<file path="src/sv/bblgc_pkg.sv">
package bblgc_pkg;

   localparam int ENTRIES_DEF = 32;
   localparam int FONTS_DEF   = 16;

   localparam int FONT_W  = 4;
   localparam int CHAR_W  = 16;
   localparam int SIZE_W  = 17;
   localparam int BYTES_W = 22;
   localparam int SLOT_W  = 5;

   localparam logic [BYTES_W-1:0] BYTES_MAX    = {BYTES_W{1'b1}};
   localparam logic [BYTES_W-1:0] BUDGET_RESET = BYTES_W'(65536);

   localparam logic [1:0] REQ_LOOKUP    = 2'd0;
   localparam logic [1:0] REQ_INSERT    = 2'd1;
   localparam logic [1:0] REQ_CLEAR_FNT = 2'd2;
   localparam logic [1:0] REQ_CLEAR_ALL = 2'd3;

   typedef struct packed {
      logic [1:0]        req_type;
      logic [FONT_W-1:0] font_id;
      logic [CHAR_W-1:0] char_code;
      logic [SIZE_W-1:0] item_size;
   } req_beat_type;

   typedef struct packed {
      logic               hit;
      logic [SLOT_W-1:0]  slot;
      logic               evicted;
      logic [FONT_W-1:0]  evicted_font;
      logic [CHAR_W-1:0]  evicted_char;
      logic [BYTES_W-1:0] used_bytes;
      logic               last;
   } rsp_beat_type;

   typedef enum logic [1:0] {
      ST_IDLE,
      ST_DECODE,
      ST_EVICT,
      ST_CLR_FONT
   } ctl_state_type;

   typedef enum logic [3:0] {
      OP_NONE,
      OP_LATCH,
      OP_TOUCH,
      OP_MISS,
      OP_DROP_DUP,
      OP_DROP_OLD,
      OP_DROP_FONT,
      OP_PLACE,
      OP_CLEAR_ALL
   } dp_op_type;

   typedef struct packed {
      logic [1:0] req_code;
      logic       out_free;
      logic       font_ok;
      logic       hit_found;
      logic       free_found;
      logic       any_valid;
      logic       over_budget;
      logic       font_found;
   } dp_status_type;

endpackage

</file>
<file path="src/sv/bblgc_ctrl.sv">
module bblgc_ctrl (
   input  logic                     clock,
   input  logic                     reset,
   input  logic                     req_valid,
   output logic                     req_stall,
   input  bblgc_pkg::dp_status_type status,
   output bblgc_pkg::dp_op_type     op
);

   bblgc_pkg::ctl_state_type state_ff, state_in;

   always_ff @(posedge clock) begin
      if (reset) begin
         state_ff <= bblgc_pkg::ST_IDLE;
      end else begin
         state_ff <= state_in;
      end
   end

   always_comb begin
      state_in = state_ff;
      case (state_ff)
         bblgc_pkg::ST_IDLE: begin
            if (req_valid) state_in = bblgc_pkg::ST_DECODE;
         end
         bblgc_pkg::ST_DECODE: begin
            if (status.out_free) begin
               case (status.req_code)
                  bblgc_pkg::REQ_INSERT:
                     state_in = status.font_ok ? bblgc_pkg::ST_EVICT : bblgc_pkg::ST_IDLE;
                  bblgc_pkg::REQ_CLEAR_FNT: state_in = bblgc_pkg::ST_CLR_FONT;
                  default: state_in = bblgc_pkg::ST_IDLE;
               endcase
            end
         end
         bblgc_pkg::ST_EVICT: begin
            if (status.out_free &&
                !((!status.free_found || status.over_budget) && status.any_valid))
               state_in = bblgc_pkg::ST_IDLE;
         end
         bblgc_pkg::ST_CLR_FONT: begin
            if (!(status.font_ok && status.font_found) && status.out_free)
               state_in = bblgc_pkg::ST_IDLE;
         end
         default: state_in = bblgc_pkg::ST_IDLE;
      endcase
   end

   always_comb begin
      op        = bblgc_pkg::OP_NONE;
      req_stall = 1'b1;
      case (state_ff)
         bblgc_pkg::ST_IDLE: begin
            req_stall = 1'b0;
            if (req_valid) op = bblgc_pkg::OP_LATCH;
         end
         bblgc_pkg::ST_DECODE: begin
            if (status.out_free) begin
               case (status.req_code)
                  bblgc_pkg::REQ_LOOKUP:
                     op = (status.font_ok && status.hit_found) ? bblgc_pkg::OP_TOUCH
                                                               : bblgc_pkg::OP_MISS;
                  bblgc_pkg::REQ_INSERT: begin
                     if (!status.font_ok) op = bblgc_pkg::OP_MISS;
                     else if (status.hit_found) op = bblgc_pkg::OP_DROP_DUP;
                  end
                  bblgc_pkg::REQ_CLEAR_ALL: op = bblgc_pkg::OP_CLEAR_ALL;
                  default: op = bblgc_pkg::OP_NONE;
               endcase
            end
         end
         bblgc_pkg::ST_EVICT: begin
            if (status.out_free) begin
               if ((!status.free_found || status.over_budget) && status.any_valid)
                  op = bblgc_pkg::OP_DROP_OLD;
               else
                  op = bblgc_pkg::OP_PLACE;
            end
         end
         bblgc_pkg::ST_CLR_FONT: begin
            if (status.font_ok && status.font_found) op = bblgc_pkg::OP_DROP_FONT;
            else if (status.out_free) op = bblgc_pkg::OP_MISS;
         end
         default: op = bblgc_pkg::OP_NONE;
      endcase
   end

endmodule

</file>
<file path="src/sv/bblgc_dpath.sv">
module bblgc_dpath #(
   parameter int ENTRIES = bblgc_pkg::ENTRIES_DEF,
   parameter int FONTS   = bblgc_pkg::FONTS_DEF
) (
   input  logic                                 clock,
   input  logic                                 reset,
   input  bblgc_pkg::dp_op_type                 op,
   output bblgc_pkg::dp_status_type             status,
   input  bblgc_pkg::req_beat_type              req_data,
   input  logic                                 csr_wr_en,
   input  logic [bblgc_pkg::BYTES_W-1:0]        csr_wr_data,
   output logic                                 rsp_valid,
   input  logic                                 rsp_stall,
   output bblgc_pkg::rsp_beat_type              rsp_data
);

   localparam int IDX_W = $clog2(ENTRIES);
   localparam int CNT_W = $clog2(ENTRIES + 1);
   localparam int BW    = bblgc_pkg::BYTES_W;

   bblgc_pkg::req_beat_type req_ff;
   logic [ENTRIES-1:0]                  valid_ff;
   logic [bblgc_pkg::FONT_W-1:0]        font_ff  [ENTRIES];
   logic [bblgc_pkg::CHAR_W-1:0]        char_ff  [ENTRIES];
   logic [bblgc_pkg::SIZE_W-1:0]        bytes_ff [ENTRIES];
   logic [IDX_W-1:0]                    rank_ff  [ENTRIES];
   logic [CNT_W-1:0]                    count_ff;
   logic [BW-1:0]                       total_ff;
   logic [BW-1:0]                       budget_ff;
   logic                                rsp_valid_ff;
   bblgc_pkg::rsp_beat_type             rsp_ff, rsp_in;

   logic [ENTRIES-1:0] hit_vec, font_vec, old_vec;
   logic [IDX_W-1:0]   hit_idx, font_idx, old_idx, free_idx, sel_idx;
   logic               hit_found, font_found, free_found;
   logic [CNT_W-1:0]   cnt_m1;
   logic [IDX_W-1:0]   sel_rank;
   logic [bblgc_pkg::SIZE_W-1:0] sel_bytes;
   logic [BW-1:0]      drop_total, place_total;
   logic [BW:0]        place_sum;
   logic               emit, font_ok, out_free;

   assign cnt_m1 = count_ff - CNT_W'(1);

   always_comb begin
      for (int i = 0; i < ENTRIES; i++) begin
         font_vec[i] = valid_ff[i] && (font_ff[i] == req_ff.font_id);
         hit_vec[i]  = font_vec[i] && (char_ff[i] == req_ff.char_code);
         old_vec[i]  = valid_ff[i] && (rank_ff[i] == cnt_m1[IDX_W-1:0]);
      end
   end

   // lowest-numbered match wins
   always_comb begin
      hit_idx = '0; font_idx = '0; old_idx = '0; free_idx = '0;
      hit_found = 1'b0; font_found = 1'b0; free_found = 1'b0;
      for (int i = ENTRIES - 1; i >= 0; i--) begin
         if (hit_vec[i]) begin
            hit_idx = IDX_W'(i); hit_found = 1'b1;
         end
         if (font_vec[i]) begin
            font_idx = IDX_W'(i); font_found = 1'b1;
         end
         if (old_vec[i]) old_idx = IDX_W'(i);
         if (!valid_ff[i]) begin
            free_idx = IDX_W'(i); free_found = 1'b1;
         end
      end
   end

   always_comb begin
      case (op)
         bblgc_pkg::OP_DROP_OLD:  sel_idx = old_idx;
         bblgc_pkg::OP_DROP_FONT: sel_idx = font_idx;
         bblgc_pkg::OP_PLACE:     sel_idx = free_idx;
         default:                 sel_idx = hit_idx;
      endcase
   end

   assign sel_rank   = rank_ff[sel_idx];
   assign sel_bytes  = bytes_ff[sel_idx];
   assign drop_total = (total_ff >= BW'(sel_bytes)) ? total_ff - BW'(sel_bytes) : '0;
   assign place_sum  = {1'b0, total_ff} + (BW + 1)'(req_ff.item_size);
   assign place_total = place_sum[BW] ? bblgc_pkg::BYTES_MAX : place_sum[BW-1:0];
   assign font_ok    = (32'(req_ff.font_id) < 32'(FONTS));
   assign out_free   = !rsp_valid_ff || !rsp_stall;

   always_comb begin
      status.req_code    = req_ff.req_type;
      status.out_free    = out_free;
      status.font_ok     = font_ok;
      status.hit_found   = hit_found;
      status.free_found  = free_found;
      status.any_valid   = |valid_ff;
      status.over_budget = place_sum > {1'b0, budget_ff};
      status.font_found  = font_found;
   end

   always_comb begin
      rsp_in            = '0;
      rsp_in.used_bytes = total_ff;
      rsp_in.last       = 1'b1;
      emit              = 1'b1;
      case (op)
         bblgc_pkg::OP_TOUCH: begin
            rsp_in.hit  = 1'b1;
            rsp_in.slot = bblgc_pkg::SLOT_W'(sel_idx);
         end
         bblgc_pkg::OP_DROP_DUP, bblgc_pkg::OP_DROP_OLD: begin
            rsp_in.slot         = bblgc_pkg::SLOT_W'(sel_idx);
            rsp_in.evicted      = 1'b1;
            rsp_in.evicted_font = font_ff[sel_idx];
            rsp_in.evicted_char = char_ff[sel_idx];
            rsp_in.used_bytes   = drop_total;
            rsp_in.last         = 1'b0;
         end
         bblgc_pkg::OP_PLACE: begin
            rsp_in.hit        = 1'b1;
            rsp_in.slot       = bblgc_pkg::SLOT_W'(sel_idx);
            rsp_in.used_bytes = place_total;
         end
         bblgc_pkg::OP_MISS: rsp_in.used_bytes = total_ff;
         bblgc_pkg::OP_CLEAR_ALL: rsp_in.used_bytes = '0;
         default: emit = 1'b0;
      endcase
   end

   always_ff @(posedge clock) begin
      if (op == bblgc_pkg::OP_LATCH) req_ff <= req_data;
      if (emit) rsp_ff <= rsp_in;
      for (int i = 0; i < ENTRIES; i++) begin
         case (op)
            bblgc_pkg::OP_TOUCH: begin
               if (IDX_W'(i) == sel_idx) rank_ff[i] <= '0;
               else if (valid_ff[i] && rank_ff[i] < sel_rank)
                  rank_ff[i] <= rank_ff[i] + IDX_W'(1);
            end
            bblgc_pkg::OP_DROP_DUP, bblgc_pkg::OP_DROP_OLD, bblgc_pkg::OP_DROP_FONT: begin
               if (valid_ff[i] && rank_ff[i] > sel_rank) rank_ff[i] <= rank_ff[i] - IDX_W'(1);
            end
            bblgc_pkg::OP_PLACE: begin
               if (IDX_W'(i) == sel_idx) begin
                  rank_ff[i]  <= '0;
                  font_ff[i]  <= req_ff.font_id;
                  char_ff[i]  <= req_ff.char_code;
                  bytes_ff[i] <= req_ff.item_size;
               end else if (valid_ff[i]) begin
                  rank_ff[i] <= rank_ff[i] + IDX_W'(1);
               end
            end
            default: ;
         endcase
      end
   end

   always_ff @(posedge clock) begin
      if (reset) begin
         valid_ff     <= '0;
         count_ff     <= '0;
         total_ff     <= '0;
         budget_ff    <= bblgc_pkg::BUDGET_RESET;
         rsp_valid_ff <= 1'b0;
      end else begin
         if (csr_wr_en) budget_ff <= csr_wr_data;
         if (emit) rsp_valid_ff <= 1'b1;
         else if (!rsp_stall) rsp_valid_ff <= 1'b0;
         case (op)
            bblgc_pkg::OP_DROP_DUP, bblgc_pkg::OP_DROP_OLD, bblgc_pkg::OP_DROP_FONT: begin
               valid_ff[sel_idx] <= 1'b0;
               count_ff          <= count_ff - CNT_W'(1);
               total_ff          <= drop_total;
            end
            bblgc_pkg::OP_PLACE: begin
               valid_ff[sel_idx] <= 1'b1;
               count_ff          <= count_ff + CNT_W'(1);
               total_ff          <= place_total;
            end
            bblgc_pkg::OP_CLEAR_ALL: begin
               valid_ff <= '0;
               count_ff <= '0;
               total_ff <= '0;
            end
            default: ;
         endcase
      end
   end

   assign rsp_valid = rsp_valid_ff;
   assign rsp_data  = rsp_ff;

endmodule

</file>
<file path="src/sv/byte_budget_lru_glyph_cache.sv">
// channel  direction  handshake            beat
// req_     in         req_valid/req_stall  bblgc_pkg::req_beat_type
// rsp_     out        rsp_valid/rsp_stall  bblgc_pkg::rsp_beat_type
// csr_     in         csr_wr_en            byte budget, 22 bits
//
// a request is latched when idle and decoded in the next: lookups and full clears
// answer from decode; an insert drops least-recent entries and places (a replaced
// copy of the same key is dropped in the decode cycle), a font clear drops its
// entries, then answers; one entry per cycle, evictions only while output is free
// reset is synchronous and empties the cache with no sweep
// a stalled result holds the controller until the output register frees
module byte_budget_lru_glyph_cache #(
   parameter int ENTRIES = bblgc_pkg::ENTRIES_DEF,
   parameter int FONTS   = bblgc_pkg::FONTS_DEF
) (
   input  logic                          clock,
   input  logic                          reset,
   input  logic                          req_valid,
   output logic                          req_stall,
   input  bblgc_pkg::req_beat_type       req_data,
   output logic                          rsp_valid,
   input  logic                          rsp_stall,
   output bblgc_pkg::rsp_beat_type       rsp_data,
   input  logic                          csr_wr_en,
   input  logic [bblgc_pkg::BYTES_W-1:0] csr_wr_data
);

   bblgc_pkg::dp_op_type     op;
   bblgc_pkg::dp_status_type status;

   bblgc_ctrl u_ctrl (
      .clock     (clock),
      .reset     (reset),
      .req_valid (req_valid),
      .req_stall (req_stall),
      .status    (status),
      .op        (op)
   );

   bblgc_dpath #(
      .ENTRIES (ENTRIES),
      .FONTS   (FONTS)
   ) u_dpath (
      .clock       (clock),
      .reset       (reset),
      .op          (op),
      .status      (status),
      .req_data    (req_data),
      .csr_wr_en   (csr_wr_en),
      .csr_wr_data (csr_wr_data),
      .rsp_valid   (rsp_valid),
      .rsp_stall   (rsp_stall),
      .rsp_data    (rsp_data)
   );

endmodule

</file>
<file path="config.mk">
export PLATFORM = sky130hd
export DESIGN_NAME = byte_budget_lru_glyph_cache
export DESIGN_NICKNAME = d
export VERILOG_FILES = /design/src/sv/bblgc_pkg.sv /design/src/sv/bblgc_ctrl.sv /design/src/sv/bblgc_dpath.sv /design/src/sv/byte_budget_lru_glyph_cache.sv
export SDC_FILE = /design/constraint.sdc
export NUM_CORES = 2
export LEC_CHECK = 0
export BUFFER_PORTS_ARGS = -buffer_cell sky130_fd_sc_hd__buf_4
export CORE_ASPECT_RATIO = 2
export CORE_MARGIN = 8
export CORE_UTILIZATION = 30
export CTS_CLUSTER_DIAMETER = 60
export DETAILED_ROUTE_END_ITERATION = 8
export SLEW_MARGIN = 10
export SYNTH_ARGS = -nofsm -noshare
export SYNTH_HDL_FRONTEND = slang
export SYNTH_SLANG_ARGS = --single-unit
</file>
<file path="constraint.sdc">
create_clock -name clock -period 20.1 [get_ports clock]
set_clock_uncertainty 0.2 [all_clocks]
set_input_delay 2.01 -clock clock [delete_from_list [all_inputs] [get_ports clock]]
set_output_delay 2.01 -clock clock [all_outputs]
set_load 0.05 [all_outputs]
</file>
-- Word level (Yosys, flattened, before mapping)
Memory sizes are Yosys's and may differ from the RTL's.
Cells that the tools add are included.
- register bits: 174
- memory bits (writable): 1344
- bits of input ports: 66
- output and inout port bits: 52
- word-level logic and storage cells: 1884
- memories kept: 4
- add/sub/neg operators: 68
- order comparisons: 68
- equal/unequal tests: 146
- mux-type cells: 1175
- bitwise gates (word level): 131
- reduce and logical (&&, ||, !) cells: 275
- memory list (memory ; depth ; width ; read ports ; clocked after Yosys merged registers in ; write ports ; line ; source):
    u_dpath.bytes_ff ; 32 ; 17 ; 1 ; 0 ; 1 ; bblgc_dpath.sv:25 ; logic [bblgc_pkg::SIZE_W-1:0] bytes_ff [ENTRIES];
    u_dpath.char_ff ; 32 ; 16 ; 33 ; 0 ; 1 ; bblgc_dpath.sv:24 ; logic [bblgc_pkg::CHAR_W-1:0] char_ff [ENTRIES];
    u_dpath.rank_ff ; 32 ; 5 ; 33 ; 0 ; 32 ; bblgc_dpath.sv:26 ; logic [IDX_W-1:0] rank_ff [ENTRIES];
    u_dpath.font_ff ; 32 ; 4 ; 33 ; 0 ; 1 ; bblgc_dpath.sv:23 ; logic [bblgc_pkg::FONT_W-1:0] font_ff [ENTRIES];
- operator list (cell ; count):
    $mux W5 ; 349
    $mux W1 ; 710
    $mux W17 ; 31
    $reduce_or A17 Y1 ; 31
    $eq A16 B16 Y1 ; 32
    $mux W16 ; 31
    $reduce_or A16 Y1 ; 31
    $logic_and A1 B1 Y1 ; 164
    $add A5 B1 Y5 const B ; 32
    $eq A5 B5 Y1 ; 32
    $gt A5 B5 Y1 ; 32
    $lt A5 B5 Y1 ; 32
    $sub A5 B1 Y5 const B ; 32
    $mux W4 ; 34
    $pmux W22 S3 ; 2
    $eq A4 B4 Y1 ; 32
    $or A1 B1 Y1 ; 128
    $reduce_or A4 Y1 ; 32
    $pmux W32 S3 ; 1
    $eq A5 B5 Y1 const A ; 16
    $mux W22 ; 2
    $eq A4 B5 Y1 const A ; 8
    $and A32 B32 Y32 ; 1
    $not A32 Y32 ; 1
    40 further kinds ; 67

-- Logic depth before layout (Yosys ltp)
An unclocked memory read counts as a cell.
- depth in word-level cells: 78
- gate-level depth with buffers: 53
- depth with buffers taken out: 47

-- Cells and area by module
A second synthesis with hierarchy kept.
- cell total of the unflattened synthesis: 7570
- area total of the unflattened synthesis: 86596.8 um2
- by module, submodules not included (module ; times used ; cells each ; area an instance (um2) ; sequential area each (um2)):
    bblgc_dpath ; 1 ; 7519 ; 86196.4 ; 44672.8
    bblgc_ctrl ; 1 ; 51 ; 400.4 ; 40.0

-- Worst setup path after synthesis
Ideal clock, no wire load.
- path type: flip-flop to flip-flop
- start point: register u_dpath.req_ff[1] (netlist name)
- end point: memory u_dpath.rank_ff[13][0] (netlist name) (enable)
- setup time: 374 ps
- arrival: 11019 ps
- required time: 19526 ps
- path slack: 8507 ps
- stages on the path, launching flop included: 45
- buffers on the path: 5
- period minus slack after synthesis: 11593 ps
- cell sequence: edfxtp_1 > ha_1 > a21o_1 > a21oi_1 > o21bai_1 > a21oi_1 > o21bai_1 > a21oi_1 > o21ai_0 > a2111oi_0 > o31ai_1 > o41a_1 > and3_1 > and3_1 > xor2_1 > ha_1 > a21oi_1 > nand2_1 > (+9 left out) > buf_2 > buf_2 > buf_2 > buf_2 > o21ai_0 > a21oi_1 > mux2i_1 > a221oi_1 > ha_1 > nor2b_1 > o21a_1 > o21a_1 > o21ai_0 > nand2b_1 > a2111oi_2 > a21oi_1 > and2_1 > o21ai_0
- RTL lines (element ; line ; source):
    from (decl) ; bblgc_dpath.sv:21 ; bblgc_pkg::req_beat_type req_ff;
    from (signal assigned) ; bblgc_dpath.sv:129 ; if (op == bblgc_pkg::OP_LATCH) req_ff <= req_data;
    to (decl) ; bblgc_dpath.sv:26 ;

==> report_table.html <==
<table>
<tr><th>Metric</th><th>Value</th></tr>
<tr><th colspan="2">Clock tree</th></tr>
<tr><td>Longest Clk Path Bufs</td><td>4</td></tr>
<tr><td>Sinks on Clock Net</td><td>1517</td></tr>
<tr><td>Level count of the clock H-tree</td><td>4</td></tr>
<tr><td>Root cell of the clock tree</td><td>sky130_fd_sc_hd__clkbuf_16</td></tr>
<tr><td>TritonCTS buffer count</td><td>156</td></tr>
<tr><td>Clock latency on the worst-skew pair</td><td>860 ps</td></tr>
<tr><td>Hold-fix buffers at CTS</td><td>0</td></tr>
<tr><td>Post-CTS Resized</td><td>0</td></tr>
<tr><td>CTS tree</td><td>done</td></tr>
<tr><td>Clock slew at reported path FFs</td><td>70 ps</td></tr>
<tr><td>Buffer count from post-CTS setup fixing</td><td>0</td></tr>
<tr><th colspan="2">Setup path</th></tr>
<tr><td>Startpoint of the worst register-to-register path</td><td>u_dpath.req_ff[3]</td></tr>
<tr><td>Data arrival time at the worst-slack endpoint</td><td>14420 ps</td></tr>
<tr><td>Slack of the worst reg-to-reg path</td><td>6020 ps</td></tr>
<tr><td>Crit path launch type</td><td>flop</td></tr>
<tr><td>Worst setup path startpoint</td><td>u_dpath.req_ff[3]</td></tr>
<tr><td>Required time of the worst setup path</td><td>20440 ps</td></tr>
<tr><td>Length in cells of the worst reg-to-reg path</td><td>47</td></tr>
<tr><td>Largest fanout of any net on the critical path</td><td>48</td></tr>
<tr><td>Critical path type</td><td>flop to flop</td></tr>
<tr><td>Worst flop-to-flop path endpoint</td><td>u_dpath.rsp_data[21]</td></tr>
<tr><td>Critical path capture point type</td><td>flop</td></tr>
<tr><td>Longest individual stage delay on the worst path</td><td>980 ps</td></tr>
<tr><td>Cell type with the highest occurrence count on the critical path</td><td>sky130_fd_sc_hd__o21ai_0</td></tr>
<tr><td>Critical Path Slowest Stage Cell</td><td>sky130_fd_sc_hd__edfxtp_1</td></tr>
<tr><th colspan="2">Floorplan</th></tr>
<tr><td>Row count</td><td>278</td></tr>
<tr><td>Die footprint</td><td>305000 um2</td></tr>
<tr><td>DIE WIDTH</td><td>395 um</td></tr>
<tr><td>Initial standard-cell utilization of the core</td><td>0.301</td></tr>
<tr><td>I/O pin count</td><td>118</td></tr>
<tr><td>Die Span Y</td><td>773 um</td></tr>
<tr><td>Core area</td><td>286000 um2</td></tr>
<tr><th colspan="2">Worst hold path</th></tr>
<tr><td>Startpoint of the tightest hold check path</td><td>u_dpath.budget_ff[16]</td></tr>
<tr><td>WHS Endpoint</td><td>u_dpath.budget_ff[16]</td></tr>
<tr><td>Worst min-delay path class</td><td>flop to flop</td></tr>
<tr><td>Cell depth of the worst min-delay path</td><td>2</td></tr>
<tr><th colspan="2">Finish</th></tr>
<tr><td>Final core area utilization</td><td>0.336</td></tr>
<tr><td>Multi-input logic area</td><td>38500 um2</td></tr>
<tr><td>Number of non-filler instances in the completed layout</td><td>11.2k</td></tr>
<tr><td>Net count reported at finish</td><td>7658</td></tr>
<tr><td>Storage cell area</td><td>44700 um2</td></tr>
<tr><td>Number of filler instances in the final layout</td><td>28.2k</td></tr>
<tr><td>Fraction of layout cells with a size suffix above 1</td><td>0.108</td></tr>
<tr><td>Area added between synthesis and finish</td><td>11.7%</td></tr>
<tr><th colspan="2">Logic synthesis</th></tr>
<tr><td>Sequential share of the synthesized area</td><td>0.520</td></tr>
<tr><td>Proportion of synthesized area in mux cells</td><td>0.0938</td></tr>
<tr><td>Number of standard cells after synthesis</td><td>7286</td></tr>
<tr><td>Post-synthesis instance area</td><td>86000 um2</td></tr>
<tr><td>Syn Area/Cell</td><td>11.8 um2</td></tr>
<tr><td>Largest family of logic cells by synthesized area</td><td>compound AO/OA/AOI/OAI gates</td></tr>
<tr><td>Synthesized Nets</td><td>7642</td></tr>
<tr><td>EDFF count, synth</td><td>1433</td></tr>
<tr><td>Cell variety after synth</td><td>114</td></tr>
<tr><td>Synth Area in Compound Gates</td><td>0.114</td></tr>
<tr><td>Top-area cell type share of the netlist area</td><td>0.500</td></tr>
<tr><td>Leading cell types by total area after synthesis</td><td>sky130_fd_sc_hd__edfxtp_1, sky130_fd_sc_hd__mux2i_1, sky130_fd_sc_hd__xnor2_1, sky130_fd_sc_hd__ha_1, sky130_fd_sc_hd__xor2_1</td></tr>
<tr><td>Post-synthesis xor/xnor area fraction</td><td>0.0922</td></tr>
<tr><td>Yosys warning total</td><td>0</td></tr>
<tr><td>FFs w/ async S/R, synth</td><td>0</td></tr>
<tr><td>Adder and majority gate portion of the synthesized area</td><td>0.0424</td></tr>
<tr><td>Simple-gate share of the synthesized area</td><td>0.100</td></tr>
<tr><td>Post-synthesis register bit count</td><td>1517</td></tr>
<tr><td>Post-synth top area cell</td><td>sky130_fd_sc_hd__edfxtp_1</td></tr>
<tr><td>Post-synth top flop</td><td>sky130_fd_sc_hd__edfxtp_1</td></tr>
<tr><th colspan="2">Global route</th></tr>
<tr><td>Overflow left after global routing</td><td>0</td></tr>
<tr><td>Maximum number of pins on one net before global-route repair</td><td>122</td></tr>
<tr><td>Combined global-route utilization of all metal layers</td><td>0.205</td></tr>
<tr><td>Number of antenna violations at the first check in global routing</td><td>13</td></tr>
<tr><td>Global-route wire length before repair</td><td>461 mm</td></tr>
<tr><td>Number of global-route vias before repair</td><td>64.1k</td></tr>
<tr><th colspan="2">Detailed routing</th></tr>
<tr><td>Wire length reported by the detailed router</td><td>331 mm</td></tr>
<tr><td>Via/cell ratio</td><td>5.65</td></tr>
<tr><td>Initial DRC Count</td><td>6312</td></tr>
<tr><td>1st-pass router iterations</td><td>7</td></tr>
<tr><td>Post-detailed-route DRC marker count</td><td>0</td></tr>
<tr><td>Count of vias placed by the detailed router</td><td>63.3k</td></tr>
<tr><td>Number of nets with antenna violations after routing</td><td>0</td></tr>
<tr><td>Average wire per cell in the routed design</td><td>29.5 um</td></tr>
<tr><th colspan="2">Timing</th></tr>
<tr><td>Number of max-slew violations in the final report</td><td>0</td></tr>
<tr><td>Final min period</td><td>14080 ps</td></tr>
<tr><td>Final worst setup slack</td><td>6020 ps</td></tr>
<tr><td>Max-Slew Margin vs Limit</td><td>0.162</td></tr>
<tr><td>Setup repair after global routing missed its margin</td><td>false</td></tr>
<tr><td>Final TNS setup</td><td>0 ps</td></tr>
<tr><td>Hold Vio Cnt, Final</td><td>0</td></tr>
<tr><td>Transition time at the pin with the least slew margin</td><td>1250 ps</td></tr>
<tr><td>Period Utilization, post-route</td><td>0.700</td></tr>
<tr><td>Setup-violating endpoint count in the final report</td><td>0</td></tr>
<tr><td>Maximum achievable frequency</td><td>71.0 MHz</td></tr>
<tr><th colspan="2">Power and ir drop</th></tr>
<tr><td>Proportion of total power due to net switching</td><td>0.272</td></tr>
<tr><td>Switching Power</td><td>0.00203 W</td></tr>
<tr><td>Reg power frac</td><td>0.477</td></tr>
<tr><td>Int Pwr</td><td>0.00544 W</td></tr>
<tr><td>Combinational Power Share</td><td>0.135</td></tr>
<tr><td>Worst IR Drop VDD</td><td>79.5 uV</td></tr>
<tr><td>Areal power density over the cells</td><td>77.7 nW/um2</td></tr>
<tr><td>Clk network pwr share</td><td>0.389</td></tr>
<tr><td>Leakage component of the power</td><td>34.6 nW</td></tr>
<tr><th colspan="2">Status</th></tr>
<tr><td>Outcome</td><td>finished, final reports clean</td></tr>
<tr><th colspan="2">Placement</th></tr>
<tr><td>Inst Count DP</td><td>10.9k</td></tr>
<tr><td>RePlAce Congestion</td><td>0.985</td></tr>
<tr><td>Post-DP HPWL</td><td>230 mm</td></tr>
<tr><td>Number of input and output port buffers inserted</td><td>117</td></tr>
<tr><td>Worst setup slack before clock tree synthesis</td><td>6280 ps</td></tr>
<tr><th colspan="2">Flow run</th></tr>
<tr><td>Number of max-capacitance violations reported</td><td>0</td></tr>
</table>
-- critical path: cells and delay by family (launching register included) --
family	cells	cell delay (ps)
adders and majority gates	4	1190
DFF	1	980
AOI/OAI and AO/OA	26	6790
muxes	1	260
buffers and inverters	3	1510
and+or+nand+nor	12	2570
xor gates and xnor gates	1	150
-- cell type report --
class,count,area share
well taps,3780,0.0492
inverters,169,0.00660
clock buffers,183,0.0427
repair buffers,336,0.0266
flip-flops and latches,1517,0.465
multi-input cells,5122,0.401
clock inverters,86,0.00831
diodes,7,0.000182
-- cells by family after synthesis --
family	count (synthesis)
xor gates and xnor gates	890
and+or+nand+nor	1702
buffers and inverters	647
muxes	793
adders and majority gates	290
AOI/OAI and AO/OA	1447
DFF	1517
-- synth_stat cells (21+ instances only) --
library cell,instances
sky130_fd_sc_hd__a211oi_1,70
sky130_fd_sc_hd__a21boi_0,26
sky130_fd_sc_hd__a21o_1,30
sky130_fd_sc_hd__a21oi_1,282
sky130_fd_sc_hd__a221oi_1,65
sky130_fd_sc_hd__a22o_1,25
sky130_fd_sc_hd__a22oi_1,107
sky130_fd_sc_hd__a31oi_1,45
sky130_fd_sc_hd__and2_1,21
sky130_fd_sc_hd__and3_1,49
sky130_fd_sc_hd__buf_1,27
sky130_fd_sc_hd__buf_2,99
sky130_fd_sc_hd__buf_4,96
sky130_fd_sc_hd__buf_6,27
sky130_fd_sc_hd__clkbuf_1,221
sky130_fd_sc_hd__dfxtp_1,84
sky130_fd_sc_hd__edfxtp_1,1433
sky130_fd_sc_hd__ha_1,288
sky130_fd_sc_hd__inv_1,168
sky130_fd_sc_hd__mux2_2,107
sky130_fd_sc_hd__mux2i_1,686
sky130_fd_sc_hd__nand2_1,402
sky130_fd_sc_hd__nand2b_1,48
sky130_fd_sc_hd__nand3_1,198
sky130_fd_sc_hd__nand4_1,151
sky130_fd_sc_hd__nor2_1,435
sky130_fd_sc_hd__nor2b_1,52
sky130_fd_sc_hd__nor3_1,112
sky130_fd_sc_hd__nor4_1,86
sky130_fd_sc_hd__nor4_2,21
sky130_fd_sc_hd__o2111ai_1,34
sky130_fd_sc_hd__o211ai_1,52
sky130_fd_sc_hd__o21a_1,84
sky130_fd_sc_hd__o21ai_0,265
sky130_fd_sc_hd__o21ai_1,25
sky130_fd_sc_hd__o221ai_1,31
sky130_fd_sc_hd__o22a_1,29
sky130_fd_sc_hd__o22ai_1,87
sky130_fd_sc_hd__xnor2_1,536
sky130_fd_sc_hd__xor2_1,343
-- metrics by stage --
stage               area, um2  hold WS, ps  power [W]
floorplan               86000          260    0.00426
global placement        91200          278    0.00460
detailed placement      91200          281    0.00462
CTS                     96100          297    0.00750
global route            96100          313    0.00768
finish                  96100          288    0.00746
-- registers in the layout (all words and copies together), names as in the netlist --
register,flops
u_ctrl.state_ff,2
u_dpath.count_ff,5
u_dpath.font_ff,128
u_dpath.status,2
u_dpath.valid_ff,32
u_dpath.total_ff,22
u_dpath.char_ff,512
u_dpath.budget_ff,22
u_dpath.rsp_data,50
u_dpath.bytes_ff,544
u_dpath.rank_ff,160
u_dpath.req_ff,37
u_dpath.rsp_valid,1
-- cells in the final DEF (no fill, tap or decap), types with 198 or more instances in the layout --
master | netlist | layout
sky130_fd_sc_hd__nand3_1 | 198 | 198
sky130_fd_sc_hd__o21ai_0 | 265 | 263
sky130_fd_sc_hd__buf_4 | 96 | 333
sky130_fd_sc_hd__ha_1 | 288 | 287
sky130_fd_sc_hd__nor2_1 | 435 | 396
sky130_fd_sc_hd__xnor2_1 | 536 | 535
sky130_fd_sc_hd__a21oi_1 | 282 | 281
sky130_fd_sc_hd__xor2_1 | 343 | 343
sky130_fd_sc_hd__nand2_1 | 402 | 401
sky130_fd_sc_hd__edfxtp_1 | 1433 | 1433
sky130_fd_sc_hd__mux2i_1 | 686 | 686
-- worst max path at each step --
stage	to	slack (ps)	cells after the start
after global routing	u_dpath.rsp_data[21]	5150	47
after CTS	u_dpath.rsp_data[21]	6180	47
after global placement	u_dpath.total_ff[8]	5980	48
after detailed placement	u_dpath.rsp_data[21]	6280	47
final	u_dpath.rsp_data[21]	6020	47
after floorplan	u_dpath.rank_ff[13][0]	8510	44
-- metal layers --
metal  wire length, um  up-vias  global-route usage
li1                  -    27500                   -
met1            109000    31500               0.206
met2            163000     3100               0.360
met3             20800     1226              0.0320
met4             37600        6               0.190
met5                34        -                   0
-- power groups by stage --
stage,logic (W),clock network [W],registers (W)
2_1_floorplan,0.000574,0,0.00368
3_3_place_gp,0.000975,0,0.00363
3_5_place_dp,0.000992,0,0.00363
4_1_cts,0.000995,0.00295,0.00356
5_1_grt,0.00107,0.00305,0.00356
6_report,0.00100,0.00290,0.00356
Power figures use the tool's default switching activity.
